## config.mk

```make
export PLATFORM = sky130hd
export DESIGN_NAME = camelcase_term_extractor
export DESIGN_NICKNAME = d
export VERILOG_FILES = /design/src/hdl/cte_pkg.sv /design/src/hdl/camelcase_term_extractor.sv
export SDC_FILE = /design/constraint.sdc
export NUM_CORES = 1
export LEC_CHECK = 0
export BUFFER_PORTS_ARGS = -buffer_cell sky130_fd_sc_hd__buf_2
export CAP_MARGIN = 0
export CORE_UTILIZATION = 55
export DETAILED_ROUTE_END_ITERATION = 6
export GPL_ROUTABILITY_DRIVEN = 0
export PLACE_DENSITY = 0.71
export SLEW_MARGIN = 20
export SYNTH_ARGS = -nofsm -noshare
export SYNTH_HDL_FRONTEND = slang
export SYNTH_SLANG_ARGS = --single-unit
```

## constraint.sdc

```tcl
create_clock -name clk -period 11.2 [get_ports clk]
set_clock_uncertainty 0.1 [all_clocks]
set_input_delay 2.24 -clock clk [delete_from_list [all_inputs] [get_ports clk]]
set_output_delay 2.24 -clock clk [all_outputs]
set_load 0.05 [all_outputs]
```

## src/hdl/cte_pkg.sv

```systemverilog
package cte_pkg;

  localparam logic [1:0] MODE_GAP   = 2'd0;
  localparam logic [1:0] MODE_WORD  = 2'd1;
  localparam logic [1:0] MODE_QUOTE = 2'd2;

  localparam logic [1:0] REG_MIN_LEN   = 2'd0;
  localparam logic [1:0] REG_MAX_EXCL  = 2'd1;
  localparam logic [1:0] REG_MAX_TERMS = 2'd2;

  localparam logic [7:0] MIN_LEN_RST   = 8'd2;
  localparam logic [7:0] MAX_EXCL_RST  = 8'd60;
  localparam logic [7:0] MAX_TERMS_RST = 8'd50;

  localparam logic [7:0] CH_BACKTICK = 8'h60;
  localparam logic [7:0] CH_DQUOTE   = 8'h22;
  localparam logic [7:0] CH_SQUOTE   = 8'h27;

  typedef struct packed {
    logic [7:0] total;
    logic [7:0] idx;
    logic [7:0] chr;
    logic       last;
    logic       done;
  } res_t;

  function automatic logic is_upper(input logic [7:0] c);
    return (c >= 8'h41) && (c <= 8'h5A);
  endfunction

  function automatic logic is_lower(input logic [7:0] c);
    return (c >= 8'h61) && (c <= 8'h7A);
  endfunction

  function automatic logic is_digit(input logic [7:0] c);
    return (c >= 8'h30) && (c <= 8'h39);
  endfunction

  function automatic logic is_quote(input logic [7:0] c);
    return (c == CH_BACKTICK) || (c == CH_DQUOTE) || (c == CH_SQUOTE);
  endfunction

  // whitespace (space, tab to carriage return) or printable non-alphanumeric, underscore included
  function automatic logic is_sep(input logic [7:0] c);
    return (c == 8'h20) || ((c >= 8'h09) && (c <= 8'h0D)) ||
           ((c >= 8'h21) && (c <= 8'h7E) && !is_upper(c) && !is_lower(c) && !is_digit(c));
  endfunction

endpackage

```

## src/hdl/camelcase_term_extractor.sv

```systemverilog
// Channel   Dir  Request moves
// in_*      in   tuser: kind; tdata: text_byte
// out_*     out  tuser: done_res; tlast: last_of_term; tdata: term_char, term_index, term_total
// cfg_*     in   register index and write data, written on cfg_we
//
// A text byte that closes no term is accepted without stalling. A term is read out of the
// term buffer one character a cycle while the output buffer has room, and input stalls until it ends.
// End of text holds the input for the summary, after the readout of any term that it flushes.
// Results queue in a two-entry output buffer, so a stalled consumer holds the readout but not
// the preceding accept.
// Reset is synchronous; the term buffer is not cleared and needs no clearing pass.
module camelcase_term_extractor #(
  parameter int BUF_BYTES = 64
) (
  input  logic        clk,
  input  logic        rst_n,
  input  logic        in_tvalid,
  output logic        in_tready,
  input  logic [7:0]  in_tdata,   // [7:0] text_byte
  input  logic        in_tuser,   // [0] kind
  output logic        out_tvalid,
  input  logic        out_tready,
  output logic [23:0] out_tdata,  // [7:0] term_char, [15:8] term_index, [23:16] term_total
  output logic        out_tlast,
  output logic        out_tuser,  // [0] done_res
  input  logic        cfg_we,
  input  logic [1:0]  cfg_addr,
  input  logic [7:0]  cfg_wdata
);

  localparam int AW = $clog2(BUF_BYTES);
  localparam int CW = (AW > 7) ? AW : 7;
  localparam logic [AW-1:0] LEN_CAP = AW'(BUF_BYTES - 1);

  localparam logic [1:0] ST_IDLE = 2'd0;
  localparam logic [1:0] ST_EMIT = 2'd1;
  localparam logic [1:0] ST_SUM  = 2'd2;

  logic [7:0] mem [BUF_BYTES];

  logic [5:0] min_len_r;
  logic [6:0] max_excl_r;
  logic [7:0] max_terms_r;

  logic [1:0]    state_r, state_nxt;
  logic [1:0]    mode_r, mode_nxt;
  logic [7:0]    quote_r, quote_nxt;
  logic [AW-1:0] len_r, len_nxt;
  logic [7:0]    found_r, found_nxt;
  logic [7:0]    last_ch_r, last_ch_nxt;
  logic [AW-1:0] em_len_r, em_len_nxt;
  logic [7:0]    em_idx_r, em_idx_nxt;
  logic          em_eot_r, em_eot_nxt;
  logic [AW-1:0] rd_cnt_r, rd_cnt_nxt;
  logic          pend_r, pend_nxt;
  logic [7:0]    pend_ch_r, pend_ch_nxt;

  logic          rd_v_r, rd_v_nxt;
  logic          rd_last_r;
  logic [7:0]    rd_idx_r;
  logic [7:0]    rd_data_r;
  logic          rd_issue;

  logic          wr_en;
  logic [AW-1:0] wr_addr;
  logic [7:0]    wr_data;

  cte_pkg::res_t head_r, skid_r, push_data;
  logic          head_v_r, skid_v_r;
  logic          push, pop, sum_push;
  logic [1:0]    occ;
  logic          room;

  logic          accept;
  logic [7:0]    b;
  logic          can_put;
  logic          emit_ok;
  logic          split;

  assign in_tready  = (state_r == ST_IDLE);
  assign accept     = in_tvalid && in_tready;
  assign b          = in_tdata;
  assign can_put    = (len_r < LEN_CAP);
  assign emit_ok    = (len_r != '0) && (CW'(len_r) >= CW'(min_len_r)) &&
                      (CW'(len_r) < CW'(max_excl_r)) && (found_r < max_terms_r);
  assign split      = (mode_r == cte_pkg::MODE_WORD) && (len_r != '0) &&
                      (cte_pkg::is_lower(last_ch_r) || cte_pkg::is_digit(last_ch_r));

  assign pop  = head_v_r && out_tready;
  assign occ  = 2'({1'b0, head_v_r}) + 2'({1'b0, skid_v_r}) + 2'({1'b0, rd_v_r});
  assign room = (occ < 2'd2) || ((occ == 2'd2) && pop);

  always_comb begin
    state_nxt   = state_r;
    mode_nxt    = mode_r;
    quote_nxt   = quote_r;
    len_nxt     = len_r;
    found_nxt   = found_r;
    last_ch_nxt = last_ch_r;
    em_len_nxt  = em_len_r;
    em_idx_nxt  = em_idx_r;
    em_eot_nxt  = em_eot_r;
    rd_cnt_nxt  = rd_cnt_r;
    pend_nxt    = pend_r;
    pend_ch_nxt = pend_ch_r;
    rd_v_nxt    = 1'b0;
    rd_issue    = 1'b0;
    wr_en       = 1'b0;
    wr_addr     = len_r;
    wr_data     = b;
    sum_push    = 1'b0;

    case (state_r)
      ST_IDLE: begin
        if (accept) begin
          if (in_tuser) begin
            em_eot_nxt = 1'b1;
            if ((mode_r != cte_pkg::MODE_GAP) && emit_ok) begin
              em_len_nxt = len_r;
              em_idx_nxt = found_r;
              found_nxt  = found_r + 8'd1;
              rd_cnt_nxt = '0;
              state_nxt  = ST_EMIT;
            end else begin
              state_nxt = ST_SUM;
            end
          end else if ((found_r < max_terms_r) && (b != 8'd0)) begin
            em_eot_nxt = 1'b0;
            em_len_nxt = len_r;
            em_idx_nxt = found_r;
            rd_cnt_nxt = '0;
            if (mode_r == cte_pkg::MODE_QUOTE) begin
              if (b == quote_r) begin
                if (emit_ok) begin
                  found_nxt = found_r + 8'd1;
                  state_nxt = ST_EMIT;
                end
                len_nxt  = '0;
                mode_nxt = cte_pkg::MODE_GAP;
              end else if (can_put) begin
                wr_en       = 1'b1;
                len_nxt     = len_r + AW'(1);
                last_ch_nxt = b;
              end
            end else if (cte_pkg::is_quote(b)) begin
              mode_nxt  = cte_pkg::MODE_QUOTE;
              quote_nxt = b;
              len_nxt   = '0;
            end else if (cte_pkg::is_sep(b)) begin
              if ((mode_r == cte_pkg::MODE_WORD) && emit_ok) begin
                found_nxt = found_r + 8'd1;
                state_nxt = ST_EMIT;
              end
              len_nxt  = '0;
              mode_nxt = cte_pkg::MODE_GAP;
            end else if (cte_pkg::is_lower(b) || cte_pkg::is_digit(b)) begin
              if ((mode_r == cte_pkg::MODE_WORD) && can_put) begin
                wr_en       = 1'b1;
                len_nxt     = len_r + AW'(1);
                last_ch_nxt = b;
              end
            end else if (cte_pkg::is_upper(b)) begin
              last_ch_nxt = b;
              if (split && emit_ok) begin
                // buffer busy with readout; first char of new word written afterwards
                found_nxt   = found_r + 8'd1;
                state_nxt   = ST_EMIT;
                pend_nxt    = 1'b1;
                pend_ch_nxt = b;
                len_nxt     = AW'(1);
                mode_nxt    = cte_pkg::MODE_WORD;
              end else if (split || (mode_r != cte_pkg::MODE_WORD)) begin
                wr_en    = 1'b1;
                wr_addr  = '0;
                len_nxt  = AW'(1);
                mode_nxt = cte_pkg::MODE_WORD;
              end else if (can_put) begin
                wr_en   = 1'b1;
                len_nxt = len_r + AW'(1);
              end
            end
          end
        end
      end
      ST_EMIT: begin
        if (room) begin
          rd_issue   = 1'b1;
          rd_v_nxt   = 1'b1;
          rd_cnt_nxt = rd_cnt_r + AW'(1);
          if (rd_cnt_r == em_len_r - AW'(1)) begin
            if (pend_r) begin
              wr_en    = 1'b1;
              wr_addr  = '0;
              wr_data  = pend_ch_r;
              pend_nxt = 1'b0;
            end
            state_nxt = em_eot_r ? ST_SUM : ST_IDLE;
          end
        end
      end
      ST_SUM: begin
        if (!rd_v_r && room) begin
          sum_push  = 1'b1;
          mode_nxt  = cte_pkg::MODE_GAP;
          quote_nxt = 8'd0;
          len_nxt   = '0;
          found_nxt = 8'd0;
          state_nxt = ST_IDLE;
        end
      end
      default: begin
        state_nxt = ST_IDLE;
      end
    endcase
  end

  always_ff @(posedge clk) begin
    if (wr_en) begin
      mem[wr_addr] <= wr_data;
    end
    if (rd_issue) begin
      rd_data_r <= mem[rd_cnt_r];
      rd_last_r <= (rd_cnt_r == em_len_r - AW'(1));
      rd_idx_r  <= em_idx_r;
    end
  end

  assign push = rd_v_r || sum_push;

  always_comb begin
    push_data = '0;
    if (rd_v_r) begin
      push_data.chr  = rd_data_r;
      push_data.idx  = rd_idx_r;
      push_data.last = rd_last_r;
    end else begin
      push_data.done  = 1'b1;
      push_data.total = found_r;
    end
  end

  always_ff @(posedge clk) begin
    if (!rst_n) begin
      head_v_r <= 1'b0;
      skid_v_r <= 1'b0;
    end else if (pop) begin
      if (skid_v_r) begin
        head_r   <= skid_r;
        skid_v_r <= push;
        skid_r   <= push_data;
      end else begin
        head_v_r <= push;
        head_r   <= push_data;
      end
    end else if (!head_v_r) begin
      head_v_r <= push;
      head_r   <= push_data;
    end else if (push) begin
      skid_v_r <= 1'b1;
      skid_r   <= push_data;
    end
  end

  always_ff @(posedge clk) begin
    if (!rst_n) begin
      min_len_r   <= cte_pkg::MIN_LEN_RST[5:0];
      max_excl_r  <= cte_pkg::MAX_EXCL_RST[6:0];
      max_terms_r <= cte_pkg::MAX_TERMS_RST;
    end else if (cfg_we) begin
      case (cfg_addr)
        cte_pkg::REG_MIN_LEN:   min_len_r   <= cfg_wdata[5:0];
        cte_pkg::REG_MAX_EXCL:  max_excl_r  <= cfg_wdata[6:0];
        cte_pkg::REG_MAX_TERMS: max_terms_r <= cfg_wdata;
        default: ;
      endcase
    end
  end

  always_ff @(posedge clk) begin
    if (!rst_n) begin
      state_r   <= ST_IDLE;
      mode_r    <= cte_pkg::MODE_GAP;
      quote_r   <= 8'd0;
      len_r     <= '0;
      found_r   <= 8'd0;
      last_ch_r <= 8'd0;
      em_eot_r  <= 1'b0;
      rd_cnt_r  <= '0;
      pend_r    <= 1'b0;
      rd_v_r    <= 1'b0;
    end else begin
      state_r   <= state_nxt;
      mode_r    <= mode_nxt;
      quote_r   <= quote_nxt;
      len_r     <= len_nxt;
      found_r   <= found_nxt;
      last_ch_r <= last_ch_nxt;
      em_eot_r  <= em_eot_nxt;
      rd_cnt_r  <= rd_cnt_nxt;
      pend_r    <= pend_nxt;
      rd_v_r    <= rd_v_nxt;
    end
  end

  always_ff @(posedge clk) begin
    em_len_r  <= em_len_nxt;
    em_idx_r  <= em_idx_nxt;
    pend_ch_r <= pend_ch_nxt;
  end

  assign out_tvalid = head_v_r;
  assign out_tdata  = {head_r.total, head_r.idx, head_r.chr};
  assign out_tlast  = head_r.last;
  assign out_tuser  = head_r.done;

endmodule

```

==> results by group <==
Synthesis
  • Main combinational cell family by area after synthesis: multiplexers
  • Async SR Flop Fraction: 0%
  • Adder-cell share of the synthesized area: ~1.1%
  • Post-synthesis compound-gate area fraction: under 10%
  • Syn Area/Cell: about 18 um2
  • Netlist Area Pre-Place: 27900 um2
  • Synthesized flop and latch total: ~670
  • Number of enable flip-flop cells after synthesis: about 600
  • Register area share after synthesis: a little over two thirds
  • Syn Nets: between 1500 and 2000
  • Ys flop type: edfxtp_1
  • Synth warn: 0
  • Post-synthesis simple-gate area fraction: slightly above 7%
  • Cell variety after synth: 79
  • Post-synthesis xor/xnor area fraction: less than 1%
  • Mux cell area share after synthesis: 15.8%
  • Syn Inst Count: 1587

Clock tree
  • Resize count post-CTS: 0
  • CTS sink count: about 670
  • Skew-Pair Late Insertion Delay: about 0.60 ns
  • Clk buf depth: 3
  • CTS tree: yes
  • Cts-stage hold buffer count: 0
  • CTS Buf Count: 68
  • Clock Tree Root: clkbuf_16
  • Postcts setup bufs: 0
  • Worst-path clk slew: 0.06 ns
  • CTS HTree Levels: 3

Cells and area
  • Final instance area: 31500 um2
  • Non-filler instance count after layout: between 2000 and 2500
  • Fillers: approximately 3500
  • Reg area: just under 20000 um2
  • Ant diodes: 0
  • Commonest non-fill, non-tap cell in the layout: edfxtp_1
  • Most frequent cells in the layout: edfxtp_1 (603), mux4_2 (168), nand2_1 (101)
  • Area growth, synth to finish: 12.8%
  • Nets: roughly 1700
  • Footprint of the multi-input gates: approximately 8000 um2
  • Share of layout cells above drive strength 1: 26.8%

Global route
  • Routing usage on met1: 34.3%
  • Met2 Use GR: a little under 40%
  • Layer carrying the most global-route usage: met2
  • Initial antenna violation count: 0
  • Global-route wire length before repair: between 90000 and 100000 um
  • Largest net degree at the start of global routing: between 100 and 150
  • Total GRT Usage: between 20% and 30%
  • Vias in the first global route: approximately 15000
  • GRT met3 Usage: ~6.7%
  • Grt total ovfl: 0

Pwr
  • Switch share: 21.1%
  • Pwr Total: about 5300 uW
  • Combinational group share of total power: ~6%
  • Total net switching power: roughly 1100 uW
  • Max rail drop VDD: 0.130 mV
  • Internal: between 4000 and 5000 uW
  • Pwr Density: 170 nW/um2
  • Power share of the sequential group: between 50% and 60%
  • Clock share of power: 42.3%
  • Static leakage: between 0.01 and 0.015 uW

Critical path
  • Worst Path Required: approximately 11 ns
  • Critical Path Fanout Max: ~50
  • Worst R2R Start: len_r[0]
  • R2r worst-path depth: 10
  • WS Path Type: in -> reg
  • Internal reg-to-reg setup slack: 5.83 ns
  • Crit. End Element: flop
  • Worst EP arrival: a little under 6 ns
  • FF-to-FF End: mem[53][1]
  • Worst setup SP type: input pin

Timing
  • Rel. slew slack: roughly 31%
  • Post-route setup TNS: 0 ns
  • Final Hold Viols: 0
  • Max Clock Freq: approximately 170 MHz
  • RSZ-0062 raised after global routing: false
  • Setup violations, final: 0
  • Tcrit/Tclk final: around half
  • Final setup margin: between 5 and 6 ns
  • Fin. max-slew vios: 0
  • Final min period: about 5.8 ns
  • Worst-Margin Slew: approximately 1.0 ns

Place
  • Dpl hpwl: 37200 um
  • Placed cells: 2281
  • Pre-CTS setup slack: 4.92 ns
  • DP Area: between 20000 and 30000 um2
  • Port Buffers: 51

Run
  • Max capacitance violation total: 0

Floorplan
  • Die X: 227 um
  • DIE HEIGHT: between 200 and 250 um
  • Rows: 82
  • Initial Utilization: a little under three fifths
  • # IOs: 52
  • Die area: 51600 um2
  • Core footprint: 50100 um2

Detailed routing
  • DRT iter0 DRCs: about 1700
  • First-pass DRT Iterations: 5
  • Final wirelength: just over 60000 um
  • Post-DRT Antenna Nets: 0
  • Total number of vias: approximately 15000
  • Routed WL per cell: ~26 um
  • Residual DRC: 0
  • Routed vias/inst: around 6.3

Worst hold path
  • Worst Hold End: rd_idx_r[3]
  • Worst hold stages: 0
  • Hold crit path type: reg -> reg
  • Hold_sp: em_idx_r[3]

Outcome
  • Outcome: complete, no violations
[cell type report]
| class | instances | share of cell area (%) |
|---|---|---|
| clock buffers | 87 | 5.90 |
| clock inverters | 33 | 1.15 |
| inverters | 30 | 0.358 |
| multi-input cells | 785 | 25.5 |
| flip-flops and latches | 669 | 61.8 |
| well taps | 672 | 2.67 |
| repair buffers | 125 | 2.62 |
[cells in the mapped netlist (5+ instances only)]
| cell type | instances | area share [%] |
|---|---|---|
| nor4_1 | 58 | 1.3 |
| mux4_2 | 168 | 14 |
| buf_2 | 13 | 0.23 |
| nor2_1 | 50 | 0.67 |
| nand2_1 | 101 | 1.4 |
| and2_1 | 20 | 0.45 |
| nor3_2 | 10 | 0.36 |
| dfxtp_1 | 66 | 4.7 |
| edfxtp_1 | 603 | 65 |
| clkbuf_1 | 66 | 0.89 |
| buf_1 | 22 | 0.30 |
| o211ai_1 | 6 | 0.16 |
| nand3_1 | 16 | 0.29 |
| nor3_1 | 20 | 0.36 |
| o21ai_0 | 27 | 0.48 |
| ha_1 | 23 | 1.0 |
| nand2b_1 | 18 | 0.40 |
| and3_1 | 12 | 0.27 |
| or3_1 | 8 | 0.18 |
| xor2_1 | 10 | 0.31 |
| mux2_2 | 34 | 1.4 |
| mux2i_1 | 24 | 0.86 |
| o31ai_1 | 9 | 0.24 |
| nor3b_2 | 6 | 0.27 |
| xnor2_1 | 8 | 0.25 |
| or4_1 | 10 | 0.27 |
| a21oi_1 | 41 | 0.74 |
| inv_1 | 29 | 0.39 |
| nor2b_1 | 17 | 0.38 |
| a31oi_1 | 5 | 0.11 |
| a211oi_1 | 9 | 0.24 |
[registers in the layout, indices dropped and copies added, names as in the netlist, 7 cells and up]
signal       count
rd_data_r        8
pend_ch_r        8
quote_r          8
rd_idx_r         8
em_idx_r         8
found_r          8
max_excl_r       7
skid_r          26
max_terms_r      8
last_ch_r        8
mem            512
out_tdata       24
[worst max-delay path, cell delays in order]
cell and delay (ns):
buf_2 0.17, or4_1 0.68, nor2_1 0.19, o31a_1 0.40
a211o_2 0.27, o41ai_4 0.07, buf_4 0.34, or4_1 0.82
nor3_2 0.66
[cells by family (layout without fill, tap and decap cells)]
group,Yosys count,after routing
buffers and inverters,133,275
AO/OA/AOI/OAI,149,149
adder cells (fa/ha/maj),24,24
XOR/XNOR,18,18
flip-flops,669,669
AND/OR/NAND/NOR,368,368
multiplexers,226,226
[through the flow]
stage	hold WS (ns)	util [%]
after floorplan	0.300	-
after global placement	0.303	58.3
after detailed placement	0.305	58.4
after CTS	0.318	62.8
after global routing	0.320	62.8
final	0.318	62.8
[worst max-delay path by stage]
stage | startpoint | endpoint | slack [ns] | cells after the start
after floorplan | in_tdata[5] | mem[40][0] | 5.60 | 9
after global placement | in_tdata[4] | mem[33][1] | 5.01 | 9
after detailed placement | in_tdata[4] | mem[36][0] | 4.92 | 9
after CTS | in_tdata[4] | mem[53][1] | 5.53 | 9
after global routing | in_tdata[0] | mem[34][4] | 5.27 | 9
final | in_tdata[0] | mem[53][1] | 5.44 | 9
[per-layer routing]
| metal | share of wire (%) | wire (um) |
|---|---|---|
| met1 | 41 | 24900 |
| met2 | 47 | 28800 |
| met3 | 9.9 | 6100 |
| met4 | 2.6 | 1580 |
| met5 | 0 | 0 |
[power by group through the flow]
stage / combinational (uW) / clock (uW) / sequential [uW]
6_report: 321 / 2260 / 2760
5_1_grt: 343 / 2390 / 2760
4_1_cts: 321 / 2300 / 2760
3_5_place_dp: 320 / 0 / 2810
3_3_place_gp: 314 / 0 / 2810
2_1_floorplan: 212 / 0 / 2820
No activity file was read; power rests on OpenSTA's default activity.
